[config.mk]
export PLATFORM = sky130hd
export DESIGN_NAME = set_assoc_cache_lookup_lru_unit
export DESIGN_NICKNAME = d
export VERILOG_FILES = /design/src/rtl/core/sacl_pkg.sv /design/src/rtl/core/sacl_fifo.sv /design/src/rtl/core/sacl_front.sv /design/src/rtl/core/sacl_back.sv /design/src/rtl/core/set_assoc_cache_lookup_lru_unit.sv
export SDC_FILE = /design/constraint.sdc
export NUM_CORES = 1
export LEC_CHECK = 0
export BUFFER_PORTS_ARGS = -buffer_cell sky130_fd_sc_hd__buf_2
export CAP_MARGIN = 40
export CORE_AREA = 4 4 302 304
export DETAILED_ROUTE_END_ITERATION = 8
export DIE_AREA = 0 0 306 308
export GPL_ROUTABILITY_DRIVEN = 0
export PLACE_DENSITY = 0.44
export SYNTH_ARGS = -nofsm -noshare
export SYNTH_HDL_FRONTEND = slang
export SYNTH_SLANG_ARGS = --single-unit
[constraint.sdc]
create_clock -name i_clk -period 4.6 [get_ports i_clk]
set_clock_uncertainty 0.15 [all_clocks]
set_input_delay 0.46 -clock i_clk [delete_from_list [all_inputs] [get_ports i_clk]]
set_output_delay 0.46 -clock i_clk [all_outputs]
set_load 0.05 [all_outputs]
[src/rtl/core/sacl_pkg.sv]
`default_nettype none

package sacl_pkg;

    // Field widths fixed by the result format
    localparam int TAG_W      = 16;
    localparam int AGE_W      = 4;
    localparam int OFF_W      = 8;
    localparam int BLK_W      = 16;
    localparam int SET_OUT_W  = 4;
    localparam int WAY_OUT_W  = 4;
    localparam int ADDR_IN_W  = 16;
    localparam int CFG_IDX_W  = 2;
    localparam int CFG_DATA_W = 5;

    localparam logic [AGE_W-1:0] AGE_MAX        = 4'd15;
    localparam logic [3:0]       BLOCK_LOG2_MAX = 4'd8;

    // Configuration register indexes
    localparam logic [CFG_IDX_W-1:0] CFG_BLOCK_LOG2 = 2'd0;
    localparam logic [CFG_IDX_W-1:0] CFG_SETS_LOG2  = 2'd1;
    localparam logic [CFG_IDX_W-1:0] CFG_MEM_LOG2   = 2'd2;

    // Configuration register reset values
    localparam logic [3:0] RST_BLOCK_LOG2 = 4'd2;
    localparam logic [2:0] RST_SETS_LOG2  = 3'd2;
    localparam logic [4:0] RST_MEM_LOG2   = 5'd16;

    typedef struct packed {
        logic [3:0] block_bytes_log2;
        logic [2:0] sets_log2;
        logic [4:0] memory_bytes_log2;
    } t_cfg;

    // Classified item passed from front to back
    typedef struct packed {
        logic                 oor;
        logic [TAG_W-1:0]     tag;
        logic [OFF_W-1:0]     off;
        logic [BLK_W-1:0]     blk;
        logic [SET_OUT_W-1:0] set_out;
    } t_job;

    typedef struct packed {
        logic                 status;
        logic                 hit;
        logic [SET_OUT_W-1:0] set_index;
        logic [WAY_OUT_W-1:0] way;
        logic [TAG_W-1:0]     line_tag;
        logic [OFF_W-1:0]     byte_offset;
        logic [BLK_W-1:0]     fill_block;
        logic                 evicted;
    } t_result;

    typedef enum logic [1:0] {
        ST_IDLE,
        ST_SCAN,
        ST_UPDATE,
        ST_DONE
    } t_back_state;

endpackage

`default_nettype wire

[src/rtl/core/sacl_fifo.sv]
`default_nettype none

module sacl_fifo #(
    parameter int DATA_W = 8,
    parameter int DEPTH  = 2
) (
    input  wire logic              i_clk,
    input  wire logic              i_rst_n,
    input  wire logic              i_push,
    input  wire logic [DATA_W-1:0] i_data,
    output logic                   o_full,
    input  wire logic              i_pop,
    output logic [DATA_W-1:0]      o_data,
    output logic                   o_empty
);

    localparam int PTR_W = (DEPTH > 1) ? $clog2(DEPTH) : 1;
    localparam int CNT_W = $clog2(DEPTH + 1);

    logic [DATA_W-1:0] r_mem [DEPTH];
    logic [PTR_W-1:0]  r_wr_ptr;
    logic [PTR_W-1:0]  r_rd_ptr;
    logic [CNT_W-1:0]  r_count;
    logic              do_push;
    logic              do_pop;

    assign o_full  = (r_count == CNT_W'(DEPTH));
    assign o_empty = (r_count == '0);
    assign o_data  = r_mem[r_rd_ptr];
    assign do_push = i_push && !o_full;
    assign do_pop  = i_pop && !o_empty;

    // Advance pointers and count
    always_ff @(posedge i_clk) begin
        if (!i_rst_n) begin
            r_wr_ptr <= '0;
            r_rd_ptr <= '0;
            r_count  <= '0;
        end else begin
            if (do_push) begin
                r_wr_ptr <= (r_wr_ptr == PTR_W'(DEPTH - 1)) ? '0 : r_wr_ptr + 1'b1;
            end
            if (do_pop) begin
                r_rd_ptr <= (r_rd_ptr == PTR_W'(DEPTH - 1)) ? '0 : r_rd_ptr + 1'b1;
            end
            if (do_push && !do_pop) begin
                r_count <= r_count + 1'b1;
            end else if (do_pop && !do_push) begin
                r_count <= r_count - 1'b1;
            end
        end
    end

    // Store the item
    always_ff @(posedge i_clk) begin
        if (do_push) begin
            r_mem[r_wr_ptr] <= i_data;
        end
    end

endmodule

`default_nettype wire

[src/rtl/core/sacl_front.sv]
`default_nettype none

module sacl_front #(
    parameter int TOTAL_LINES  = 16,
    parameter int ADDRESS_BITS = 16
) (
    input  wire sacl_pkg::t_cfg                        i_cfg,
    input  wire logic                                  i_push,
    input  wire logic [sacl_pkg::ADDR_IN_W-1:0]        i_address,
    output logic                                       o_full,
    output logic                                       o_job_push,
    output logic [$bits(sacl_pkg::t_job)+$clog2(TOTAL_LINES)+$clog2(TOTAL_LINES+1)-1:0]
                                                       o_job_data,
    input  wire logic                                  i_job_full
);

    localparam int LINE_W = $clog2(TOTAL_LINES);
    localparam int CNT_W  = $clog2(TOTAL_LINES + 1);
    localparam int S_MAX  = $clog2(TOTAL_LINES + 1) - 1;
    localparam logic [sacl_pkg::ADDR_IN_W-1:0] ADDR_MASK =
        (ADDRESS_BITS >= sacl_pkg::ADDR_IN_W) ? '1 :
        sacl_pkg::ADDR_IN_W'((32'd1 << ADDRESS_BITS) - 32'd1);

    logic [sacl_pkg::ADDR_IN_W-1:0] addr;
    logic [3:0]                     blk_shift;
    logic [2:0]                     set_shift;
    logic [sacl_pkg::BLK_W-1:0]     blk;
    logic [LINE_W-1:0]              set_sel;
    logic [CNT_W-1:0]               ways;
    logic [LINE_W-1:0]              base;
    sacl_pkg::t_job                 job;

    // Clamp the geometry to what the line store holds
    always_comb begin
        addr      = i_address & ADDR_MASK;
        blk_shift = (i_cfg.block_bytes_log2 > sacl_pkg::BLOCK_LOG2_MAX) ?
                    sacl_pkg::BLOCK_LOG2_MAX : i_cfg.block_bytes_log2;
        set_shift = (32'(i_cfg.sets_log2) > S_MAX) ? 3'(S_MAX) : i_cfg.sets_log2;
    end

    // Split the address into offset, set and tag, and flag out-of-range addresses
    always_comb begin
        blk     = addr >> blk_shift;
        set_sel = LINE_W'(blk & ~(16'hFFFF << set_shift));
        ways    = CNT_W'(TOTAL_LINES >> set_shift);
        base    = LINE_W'(CNT_W'(set_sel) * ways);

        job.oor     = ((addr >> i_cfg.memory_bytes_log2) != '0);
        job.tag     = blk >> set_shift;
        job.off     = sacl_pkg::OFF_W'(addr & ~(16'hFFFF << blk_shift));
        job.blk     = blk;
        job.set_out = sacl_pkg::SET_OUT_W'(set_sel);
    end

    assign o_job_data = {job, base, ways};
    assign o_job_push = i_push && !i_job_full;
    assign o_full     = i_job_full;

endmodule

`default_nettype wire

[src/rtl/core/sacl_back.sv]
`default_nettype none

module sacl_back #(
    parameter int TOTAL_LINES = 16
) (
    input  wire logic              i_clk,
    input  wire logic              i_rst_n,
    input  wire logic [$bits(sacl_pkg::t_job)+$clog2(TOTAL_LINES)+$clog2(TOTAL_LINES+1)-1:0]
                                   i_job_data,
    input  wire logic              i_job_empty,
    output logic                   o_job_pop,
    output logic                   o_res_push,
    output sacl_pkg::t_result      o_res_data,
    input  wire logic              i_res_full
);

    localparam int LINE_W = $clog2(TOTAL_LINES);
    localparam int CNT_W  = $clog2(TOTAL_LINES + 1);
    localparam int WORD_W = sacl_pkg::TAG_W + sacl_pkg::AGE_W;

    // Incoming item
    sacl_pkg::t_job     in_job;
    logic [LINE_W-1:0]  in_base;
    logic [CNT_W-1:0]   in_ways;

    // Control
    sacl_pkg::t_back_state r_state;
    sacl_pkg::t_back_state n_state;
    logic                  r_cmp_vld;
    logic [TOTAL_LINES-1:0] r_valid;

    // Item context and scan results
    sacl_pkg::t_job            r_job;
    logic [LINE_W-1:0]         r_base;
    logic [CNT_W-1:0]          r_ways;
    logic [CNT_W-1:0]          r_idx;
    logic [LINE_W-1:0]         r_cmp_idx;
    logic                      r_hit;
    logic [LINE_W-1:0]         r_hit_way;
    logic [sacl_pkg::AGE_W-1:0] r_hit_age;
    logic                      r_inv_found;
    logic [LINE_W-1:0]         r_inv_way;
    logic [LINE_W-1:0]         r_vic_way;
    logic [sacl_pkg::AGE_W-1:0] r_vic_age;

    // Tag and age store, one word per line
    logic [WORD_W-1:0] r_mem [TOTAL_LINES];
    logic [WORD_W-1:0] r_rdata;

    logic                       issue;
    logic [LINE_W-1:0]          line_rd;
    logic [LINE_W-1:0]          line_cmp;
    logic                       cmp_valid;
    logic [sacl_pkg::TAG_W-1:0] cmp_tag;
    logic [sacl_pkg::AGE_W-1:0] cmp_age;
    logic [LINE_W-1:0]          sel_way;
    logic [sacl_pkg::AGE_W:0]   age_limit;
    logic                       rd_en;
    logic                       wr_en;
    logic [WORD_W-1:0]          wr_data;
    logic                       set_valid;

    assign {in_job, in_base, in_ways} = i_job_data;

    // Decode the way under compare and the final choice
    always_comb begin
        issue     = (r_idx != r_ways);
        line_rd   = r_base + r_idx[LINE_W-1:0];
        line_cmp  = r_base + r_cmp_idx;
        cmp_valid = r_valid[line_cmp];
        cmp_tag   = r_rdata[WORD_W-1:sacl_pkg::AGE_W];
        cmp_age   = r_rdata[sacl_pkg::AGE_W-1:0];
        sel_way   = r_hit ? r_hit_way : (r_inv_found ? r_inv_way : r_vic_way);
        age_limit = r_hit ? {1'b0, r_hit_age} : {1'b1, {sacl_pkg::AGE_W{1'b0}}};
    end

    // Next state
    always_comb begin
        n_state = r_state;
        case (r_state)
            sacl_pkg::ST_IDLE: begin
                if (!i_job_empty) begin
                    n_state = in_job.oor ? sacl_pkg::ST_DONE : sacl_pkg::ST_SCAN;
                end
            end
            sacl_pkg::ST_SCAN: begin
                if (!issue) begin
                    n_state = sacl_pkg::ST_UPDATE;
                end
            end
            sacl_pkg::ST_UPDATE: begin
                if (!issue) begin
                    n_state = sacl_pkg::ST_DONE;
                end
            end
            sacl_pkg::ST_DONE: begin
                if (!i_res_full) begin
                    n_state = sacl_pkg::ST_IDLE;
                end
            end
            default: n_state = sacl_pkg::ST_IDLE;
        endcase
    end

    // State outputs: queue handshakes, store reads and write-backs
    always_comb begin
        o_job_pop  = 1'b0;
        o_res_push = 1'b0;
        rd_en      = 1'b0;
        wr_en      = 1'b0;
        wr_data    = r_rdata;
        set_valid  = 1'b0;
        case (r_state)
            sacl_pkg::ST_IDLE: begin
                o_job_pop = !i_job_empty;
            end
            sacl_pkg::ST_SCAN: begin
                rd_en = issue;
            end
            sacl_pkg::ST_UPDATE: begin
                rd_en = issue;
                if (r_cmp_vld) begin
                    if (r_cmp_idx == sel_way) begin
                        wr_en     = 1'b1;
                        set_valid = 1'b1;
                        wr_data   = {(r_hit ? cmp_tag : r_job.tag), {sacl_pkg::AGE_W{1'b0}}};
                    end else if (cmp_valid && ({1'b0, cmp_age} < age_limit) &&
                                 (cmp_age != sacl_pkg::AGE_MAX)) begin
                        wr_en   = 1'b1;
                        wr_data = {cmp_tag, cmp_age + 1'b1};
                    end
                end
            end
            sacl_pkg::ST_DONE: begin
                o_res_push = !i_res_full;
            end
            default: begin
                o_job_pop = 1'b0;
            end
        endcase
    end

    // Assemble the result
    always_comb begin
        o_res_data = '0;
        if (r_job.oor) begin
            o_res_data.status = 1'b1;
        end else begin
            o_res_data.hit         = r_hit;
            o_res_data.set_index   = r_job.set_out;
            o_res_data.way         = sacl_pkg::WAY_OUT_W'(sel_way);
            o_res_data.line_tag    = r_job.tag;
            o_res_data.byte_offset = r_job.off;
            o_res_data.fill_block  = r_hit ? '0 : r_job.blk;
            o_res_data.evicted     = !r_hit && !r_inv_found;
        end
    end

    // Control registers and valid bits
    always_ff @(posedge i_clk) begin
        if (!i_rst_n) begin
            r_state   <= sacl_pkg::ST_IDLE;
            r_cmp_vld <= 1'b0;
            r_valid   <= '0;
        end else begin
            r_state   <= n_state;
            r_cmp_vld <= rd_en;
            if (set_valid) begin
                r_valid[line_cmp] <= 1'b1;
            end
        end
    end

    // Item context, way walk and scan results
    always_ff @(posedge i_clk) begin
        if (o_job_pop) begin
            r_job       <= in_job;
            r_base      <= in_base;
            r_ways      <= in_ways;
            r_idx       <= '0;
            r_hit       <= 1'b0;
            r_inv_found <= 1'b0;
        end
        if (r_state == sacl_pkg::ST_SCAN || r_state == sacl_pkg::ST_UPDATE) begin
            r_cmp_idx <= r_idx[LINE_W-1:0];
            r_idx     <= issue ? r_idx + 1'b1 : '0;
        end
        if (r_state == sacl_pkg::ST_SCAN && r_cmp_vld) begin
            if (cmp_valid && cmp_tag == r_job.tag && !r_hit) begin
                r_hit     <= 1'b1;
                r_hit_way <= r_cmp_idx;
                r_hit_age <= cmp_age;
            end
            if (!cmp_valid && !r_inv_found) begin
                r_inv_found <= 1'b1;
                r_inv_way   <= r_cmp_idx;
            end
            if (cmp_valid && (r_cmp_idx == '0 || cmp_age > r_vic_age)) begin
                r_vic_way <= r_cmp_idx;
                r_vic_age <= cmp_age;
            end
        end
    end

    // Store read port
    always_ff @(posedge i_clk) begin
        if (rd_en) begin
            r_rdata <= r_mem[line_rd];
        end
    end

    // Store write port
    always_ff @(posedge i_clk) begin
        if (wr_en) begin
            r_mem[line_cmp] <= wr_data;
        end
    end

endmodule

`default_nettype wire

[src/rtl/core/set_assoc_cache_lookup_lru_unit.sv]
// The front classifies each address into a two-entry job queue, which takes new
//   addresses while a lookup is in progress until it fills; the back walks the W ways
//   of the set twice (W = TOTAL_LINES >> effective sets_log2), one tag/age read per
//   cycle, then waits for room in the result queue. Out-of-range addresses skip both walks.
// Reset: synchronous, active low; clears valid bits, queues and config to defaults.
`default_nettype none

module set_assoc_cache_lookup_lru_unit #(
    parameter int TOTAL_LINES  = 16,
    parameter int ADDRESS_BITS = 16
) (
    input  wire logic                                   i_clk,
    input  wire logic                                   i_rst_n,
    input  wire logic                                   i_cfg_we,
    input  wire logic [sacl_pkg::CFG_IDX_W-1:0]         i_cfg_index,
    input  wire logic [sacl_pkg::CFG_DATA_W-1:0]        i_cfg_data,
    input  wire logic                                   push,
    output logic                                        full,
    input  wire logic [sacl_pkg::ADDR_IN_W-1:0]         i_address,
    output logic                                        empty,
    input  wire logic                                   pop,
    output logic                                        o_status,
    output logic                                        o_hit,
    output logic [sacl_pkg::SET_OUT_W-1:0]              o_set_index,
    output logic [sacl_pkg::WAY_OUT_W-1:0]              o_way,
    output logic [sacl_pkg::TAG_W-1:0]                  o_line_tag,
    output logic [sacl_pkg::OFF_W-1:0]                  o_byte_offset,
    output logic [sacl_pkg::BLK_W-1:0]                  o_fill_block,
    output logic                                        o_evicted
);

    localparam int JOB_W = $bits(sacl_pkg::t_job) + $clog2(TOTAL_LINES) +
                           $clog2(TOTAL_LINES + 1);
    localparam int RES_W = $bits(sacl_pkg::t_result);

    sacl_pkg::t_cfg    r_cfg;
    logic              job_push;
    logic [JOB_W-1:0]  job_wdata;
    logic              job_full;
    logic              job_pop;
    logic [JOB_W-1:0]  job_rdata;
    logic              job_empty;
    logic              res_push;
    sacl_pkg::t_result res_wdata;
    logic              res_full;
    logic [RES_W-1:0]  res_rdata;
    sacl_pkg::t_result res_head;

    // Configuration registers
    always_ff @(posedge i_clk) begin
        if (!i_rst_n) begin
            r_cfg.block_bytes_log2  <= sacl_pkg::RST_BLOCK_LOG2;
            r_cfg.sets_log2         <= sacl_pkg::RST_SETS_LOG2;
            r_cfg.memory_bytes_log2 <= sacl_pkg::RST_MEM_LOG2;
        end else if (i_cfg_we) begin
            case (i_cfg_index)
                sacl_pkg::CFG_BLOCK_LOG2: r_cfg.block_bytes_log2  <= i_cfg_data[3:0];
                sacl_pkg::CFG_SETS_LOG2:  r_cfg.sets_log2         <= i_cfg_data[2:0];
                sacl_pkg::CFG_MEM_LOG2:   r_cfg.memory_bytes_log2 <= i_cfg_data;
                default: r_cfg <= r_cfg;
            endcase
        end
    end

    // Classify incoming addresses
    sacl_front #(
        .TOTAL_LINES  (TOTAL_LINES),
        .ADDRESS_BITS (ADDRESS_BITS)
    ) u_front (
        .i_cfg      (r_cfg),
        .i_push     (push),
        .i_address  (i_address),
        .o_full     (full),
        .o_job_push (job_push),
        .o_job_data (job_wdata),
        .i_job_full (job_full)
    );

    // Queue between front and back
    sacl_fifo #(
        .DATA_W (JOB_W),
        .DEPTH  (2)
    ) u_job_q (
        .i_clk   (i_clk),
        .i_rst_n (i_rst_n),
        .i_push  (job_push),
        .i_data  (job_wdata),
        .o_full  (job_full),
        .i_pop   (job_pop),
        .o_data  (job_rdata),
        .o_empty (job_empty)
    );

    // Lookup, replacement and LRU update
    sacl_back #(
        .TOTAL_LINES (TOTAL_LINES)
    ) u_back (
        .i_clk       (i_clk),
        .i_rst_n     (i_rst_n),
        .i_job_data  (job_rdata),
        .i_job_empty (job_empty),
        .o_job_pop   (job_pop),
        .o_res_push  (res_push),
        .o_res_data  (res_wdata),
        .i_res_full  (res_full)
    );

    // Result queue
    sacl_fifo #(
        .DATA_W (RES_W),
        .DEPTH  (2)
    ) u_res_q (
        .i_clk   (i_clk),
        .i_rst_n (i_rst_n),
        .i_push  (res_push),
        .i_data  (res_wdata),
        .o_full  (res_full),
        .i_pop   (pop),
        .o_data  (res_rdata),
        .o_empty (empty)
    );

    assign res_head      = sacl_pkg::t_result'(res_rdata);
    assign o_status      = res_head.status;
    assign o_hit         = res_head.hit;
    assign o_set_index   = res_head.set_index;
    assign o_way         = res_head.way;
    assign o_line_tag    = res_head.line_tag;
    assign o_byte_offset = res_head.byte_offset;
    assign o_fill_block  = res_head.fill_block;
    assign o_evicted     = res_head.evicted;

endmodule

`default_nettype wire

* After elaboration in Yosys (flattened, before gate mapping)
Memories as Yosys holds them, arrays and structs flattened. A register that Yosys moved wholly into a read port is not among the register bits.
Index checks and enable logic that the tools add are counted.
W data, S select, Z words.
** Word-level totals
- Register bits after elaboration :: 124
- Memory bits (writable) :: 530
- Bits of input ports :: 28
- Output and inout port bits :: 53
- Logic and storage cells :: 184
- Memories kept :: 3
** Memory list
- u_back.r_mem :: words 16, bits a word 20, rd ports 1, clocked after memory_dff 1, wr ports 1, RTL line sacl_back.sv:47 : logic [WORD_W-1:0] r_mem [TOTAL_LINES];
- u_job_q.r_mem :: words 2, bits a word 54, rd ports 1, clocked after memory_dff 1, wr ports 1, RTL line sacl_fifo.sv:20 : logic [DATA_W-1:0] r_mem [DEPTH];
- u_res_q.r_mem :: words 2, bits a word 51, rd ports 1, clocked after memory_dff 1, wr ports 1, RTL line sacl_fifo.sv:20
** Cells by class
- $add $sub $neg :: 12
- Multipliers :: 1
- $lt $le $gt $ge :: 6
- Eq/ne operators :: 15
- Shifts and indexed selects :: 6
- Mux-type cells :: 60
- Bitwise gates (word level) :: 5
- Reduce and logical (&&, ||, !) cells :: 48
** Operator list (count)
- $mux W20 :: 3
- $mux W50 :: 1
- $mux W1 :: 33
- $mux W16 :: 2
- $mux W5 :: 4
- $logic_and A1 B1 Y1 :: 18
- $mux W2 :: 9
- $eq A16 B16 Y1 :: 1
- $mux W4 :: 4
- $or A16 B16 Y16 :: 1
- $reduce_bool A16 Y1 :: 1
- $shl A16 B3 Y4 const A :: 1
- $shl A16 B4 Y8 const A :: 1
- $shr A16 B3 Y16 :: 1
- $shr A16 B4 Y16 :: 1
- $shr A16 B5 Y16 :: 1
- $reduce_and A2 Y1 :: 6
- $logic_not A1 Y1 :: 11
- $eq A2 B2 Y1 const B :: 5
- $add A4 B4 Y4 :: 2
- $and A8 B8 Y8 :: 1
- $logic_not A2 Y1 :: 4
- $ne A2 B2 Y1 const B :: 4
- $not A8 Y8 :: 1
- 28 further kinds :: 37

* Depth between registers and ports, before layout
- Depth after elaboration :: 11
- Depth in mapped cells :: 14
- Mapped depth without buffers :: 11

* By module
Synthesis repeated with hierarchy kept, for this count alone.
** Second synthesis, totals
- Cells, all modules :: 1686
- Area, all modules :: 28487.3 µm²
** Modules (own cells, without submodules)
- sacl_back :: times used 1, cells each 963, area an instance 17983.5 µm², sequential area each 13122.6 µm²
- sacl_fifo (u_job_q) :: times used 1, cells each 193, area an instance 4127.7 µm², sequential area each 3343.2 µm²
- sacl_fifo (u_res_q) :: times used 1, cells each 184, area an instance 3901.2 µm², sequential area each 3163.0 µm²
- sacl_front :: times used 1, cells each 298, area an instance 1985.7 µm², sequential area each 0.0 µm²
- set_assoc_cache_lookup_lru_unit :: times used 1, cells each 48, area an instance 489.2 µm², sequential area each 240.2 µm²

* Worst setup path after synthesis
No wires, ideal clock.
- Path type :: register to register
- Start :: reg u_back.r_cmp_idx[0]
- End :: mem u_back.r_mem[9][0] (netlist bit), enable pin
- Setup time :: 397 ps
- Data arrival time :: 3088 ps
- Required time :: 4053 ps
- Setup slack :: 966 ps
- Cell stages (with the launch flop) :: 10
- Path buffers :: 0
- Period minus slack after synthesis :: 3634 ps
- Cell sequence :: edfxtp_1 > ha_1 > inv_1 > fa_1 > xnor2_1 > mux4_2 > mux2i_1 > nor2_1 > o21ai_0 > nor2_1
** On the way
- Cells in the longest elaborated chain, start to end :: 11
- Elaborated cells between the ends (all ways) :: 12
- Classes of those cells :: add/sub: 1; eq/ne: 1; mux: 8; reduce/logical: 2
** Ends and longest elaborated chain
- start: declaration :: RTL line sacl_back.sv:37 : logic [LINE_W-1:0] r_cmp_idx;
- start signal: assignment :: RTL line sacl_back.sv:185 : r_cmp_idx <= r_idx[LINE_W-1:0];
- $add A4 B4 Y4 :: RTL line sacl_back.sv:69 : line_cmp = r_base + r_cmp_idx;
- $bmux W1 S4 :: RTL line sacl_back.sv:70 : cmp_valid = r_valid[line_cmp];
- $mux W1 (implied by the code) :: RTL line sacl_back.sv:70
- $logic_and A1 B1 Y1 (2 in series) :: RTL line sacl_back.sv:127 : end else if (cmp_valid && ({1'b0, cmp_age} < age_limit) &&
- $mux W1 :: RTL line sacl_back.sv:127
- $mux W1 :: RTL line sacl_back.sv:123 : if (r_cmp_idx == sel_way) begin
- $mux W1 :: RTL line sacl_back.sv:122 : if (r_cmp_vld) begin
- $mux W1 :: RTL line sacl_back.sv:113 : case (r_state)
- $mux W1 :: RTL line sacl_back.sv:214 : if (wr_en) begin
- $mux W1 (implied by the code) :: RTL line sacl_back.sv:215 : r_mem[line_cmp] <= wr_data;
- end: declaration :: RTL line sacl_back.sv:47
Several ways; a longest one is shown, not always the timed one. The select of a mux whose other input is x is not followed.

* Worst setup path after layout
- Start :: reg u_back.r_cmp_idx[0]
- End :: mem u_back.r_mem[15][2] (netlist bit) (data pin)
** On the way
- Cells in the longest elaborated chain, start to end :: 9
- Elaborated cells between the ends (all ways) :: 10
- Classes of those cells :: add/sub: 1; eq/ne: 1; mux: 6; reduce/logical: 2
** Ends and longest elaborated chain
- $add A4 B4 Y4 :: RTL line sacl_back.sv:69
- $bmux W1 S4 :: RTL line sacl_back.sv:70
- $mux W1 (implied by the code) :: RTL line sacl_back.sv:70
- $logic_and A1 B1 Y1 (2 in series) :: RTL line sacl_back.sv:127
- $mux W4 :: RTL line sacl_back.sv:127
- $mux W20 (*) :: RTL line sacl_back.sv:123
- $mux W20 (*) :: RTL line sacl_back.sv:122
- $mux W20 (*) :: RTL line sacl_back.sv:113
- net u_back.wr_data[2] :: RTL line sacl_back.sv:60 : logic [WORD_W-1:0] wr_data;
The timed path passes the listed nets; every way through them passes the cells marked *. The select of a mux whose other input is x is not followed.

==> flow_summary.toml <==
[outcome]
status = "completed"

[pwr]
vdd_drop_max_mv = 0.472
total_power_mw = 23.3
power.density_nw_per_um2 = 710
leakagePower_nw = 11.0

[synth]
synth_flop_cell = "edfxtp_1"
ys_ff_latch = 676
synth-edff-count = 633
synth.yosys.warnings = 0
yosysSeqAreaShare_pct = 70.8
avgSynthCellArea_um2 = 17.1
async_flop_share_pct = 0
synthCells = 1641
syn_nets = 1697
netlist_area_um2 = 28100
synth_cell_type_count = 64

[global_routing]
grt_pass1_vias = 15509
grt_max_degree = 55
grt_util_all_layers_pct = 14.2
antenna_found_initial = 1
grt_pass1_wl_um = 101000
grt_overflow = 0

[cts]
clk_latency_ns = 0.62
numCtsBuffers = 80
ctsResizeCount = 0
path_clk_slew_ns = 0.06
cts_tree = "built"
htreeDepth = 3
clock_path_buffers = 3
cts-root-buf = "clkbuf_16"
clock_sinks = 676

[layout]
layout.cells.non_filler = 3015
fin_nets = 1844
area_delta_synth_final_pct = 16.9
fillers = 8210
diodes = 0
drive_gt1_share_pct = 28.0

[sta]
tns_ns = 0
maxSlewHeadroom_pct = 38.1
hold_slack_ns = 0.104
setup_slack_ns = 0.552
final_max_slew_viol_count = 0
worst_slew_pin_slew_ns = 0.927
fin_crit_sh_pct = 88.0
rsz0062_at_grt = "false"
fmax_mhz = 247
fin_crit_ns = 4.05
hold_viol = 0
setup_viol = 0

[place]
dpl.hpwl_um = 42300
io_buffers = 80
dp.cells = 2866
preCtsSetupSlack_ns = 0.510

[detailed_routing]
drt-initial-drc-count = 970
drt_wl_total_um = 67100
routedWlPerCell_um = 22.3
via_count = 14831
dr.pass1.iters = 6
drc = 0
via_per_inst = 4.92
detail-route-antenna-nets = 0

[worst_setup_path]
path_max_fanout = 16
worst-setup-path-type = "reg -> reg"
crit_required_ns = 4.71
reg2reg_from = "u_back.r_cmp_idx[0]"
critPathArrivalTime_ns = 4.16
cp-start-kind = "flip-flop"
setup.worst_path.end_class = "flip-flop"
critPathLaunch = "u_back.r_cmp_idx[0]"

[floorplanning]
die-width_um = 306
row_count = 109
die_h_um = 308
fp.coreArea_um2 = 88200
start_util_pct = 31.8
ios = 81
die-area_um2 = 94200

[min_path]
min_path_type = "in -> reg"
hp-start = "i_rst_n"

[run]
cap_violations = 0
-- final cells by class --
| cell class | instances | area (um2) | share of cell area (%) |
|---|---|---|---|
| tap | 1165 | 1460 | 4.44 |
| inverter | 37 | 139 | 0.423 |
| clock inverter | 45 | 310 | 0.946 |
| sequential | 676 | 19900 | 60.6 |
| clock buffer | 99 | 2190 | 6.67 |
| multi-input combinational | 847 | 7830 | 23.9 |
| timing repair buffer | 146 | 1010 | 3.09 |
-- worst max-delay path, stage by stage (launching register included) --
cell and delay (ns):
edfxtp_1 0.45, ha_1 0.21, inv_1 0.06, fa_1 0.42, xnor2_1 0.59, mux4_2 0.36, mux2i_1 0.11, a211oi_1 0.67
nand2_1 0.11, a311o_1 0.57
-- flip-flops by register name, indices dropped and copies added (netlist names), 5 cells and up, named ones only --
register        cells
u_back.r_job       45
u_back.r_mem      320
r_cfg              12
u_back.r_idx        5
u_back.r_ways       5
u_job_q.r_mem     108
u_back.r_rdata     20
u_res_q.r_mem     102
u_back.r_valid     16
-- cells in the mapped netlist, drive strengths merged (5+ instances only) --
master,number,area (um2)
xor2,28,245
o211ai,8,60.1
dfxtp,43,861
nand3b,7,52.6
mux2,138,1600
mux4,90,2030
nor2,100,375
xnor2,18,158
buf,13,86.3
and2,24,150
nand2,45,169
nor2b,61,382
nand2b,8,50.1
o22ai,5,31.3
edfxtp,633,19000
nor3,23,126
o21ai,23,115
ha,26,325
mux2i,55,554
nand3,12,60.1
a21o,8,60.1
or3,5,31.3
and3,6,37.5
inv,36,135
a211oi,30,225
a31oi,7,43.8
a21oi,43,215
o21a,15,113
nor4,9,56.3
clkbuf,68,255
nor3b,6,45.0
-- logic make-up after synthesis --
kind of cell / synth area share (%)
AO/OA/AOI/OAI: 4.09
XOR/XNOR: 1.44
adder cells (fa/ha/maj): 1.30
buffers and inverters: 1.71
flip-flops: 70.8
multiplexers: 14.9
AND/OR/NAND/NOR: 5.78
-- through the flow --
stage	utilization, %	area, um2
after floorplan	-	28100
after global placement	34.2	30200
after detailed placement	34.3	30300
after CTS	37.2	32800
after global routing	37.2	32800
final	37.2	32800
-- routing by layer --
layer	track usage [%]	share of wire (%)	vias to the layer above
li1	-	-	6714
met1	20.1	47	7693
met2	22.8	47	343
met3	2.53	4.3	81
met4	3.19	1.8	0
met5	0	0	-
-- worst paths after layout --
path,to,slack (ns),depth (start not counted)
hold reg to reg,u_back.r_valid[5],0.31,1
setup reg to reg,u_back.r_mem[15][2],0.55,9
hold / removal,r_cfg[6],0.10,2
setup / recovery,u_back.r_mem[15][2],0.55,9
-- layout by cell type, fill, tap and decap left out, drive strengths merged, types with 24 or more instances in the layout --
| cell | Yosys | layout |
|---|---|---|
| edfxtp | 633 | 633 |
| buf | 13 | 141 |
| mux2 | 138 | 138 |
| nor2 | 100 | 100 |
| clkbuf | 68 | 99 |
| mux4 | 90 | 90 |
| nor2b | 61 | 61 |
| mux2i | 55 | 55 |
| nand2 | 45 | 45 |
| a21oi | 43 | 43 |
| dfxtp | 43 | 43 |
| inv | 36 | 41 |
| clkinv | 1 | 38 |
| a211oi | 30 | 30 |
| xor2 | 28 | 28 |
| ha | 26 | 26 |
| and2 | 24 | 24 |
-- timing repair --
item                                   in CTS  in global routing
setup endpoints to repair                   0                  0
buffers inserted                            0                  0
endpoints found under the hold margin      12                  0
hold buffers                                5                  0
-- report_power, final --
group          total (mW)  leakage [nW]  switching (mW)  internal (mW)
logic                8.41          3.61            4.92           3.49
clock network        5.98          1.24            2.48           3.50
registers            8.89          6.14           0.539           8.35
Power figures use the tool's default switching activity.
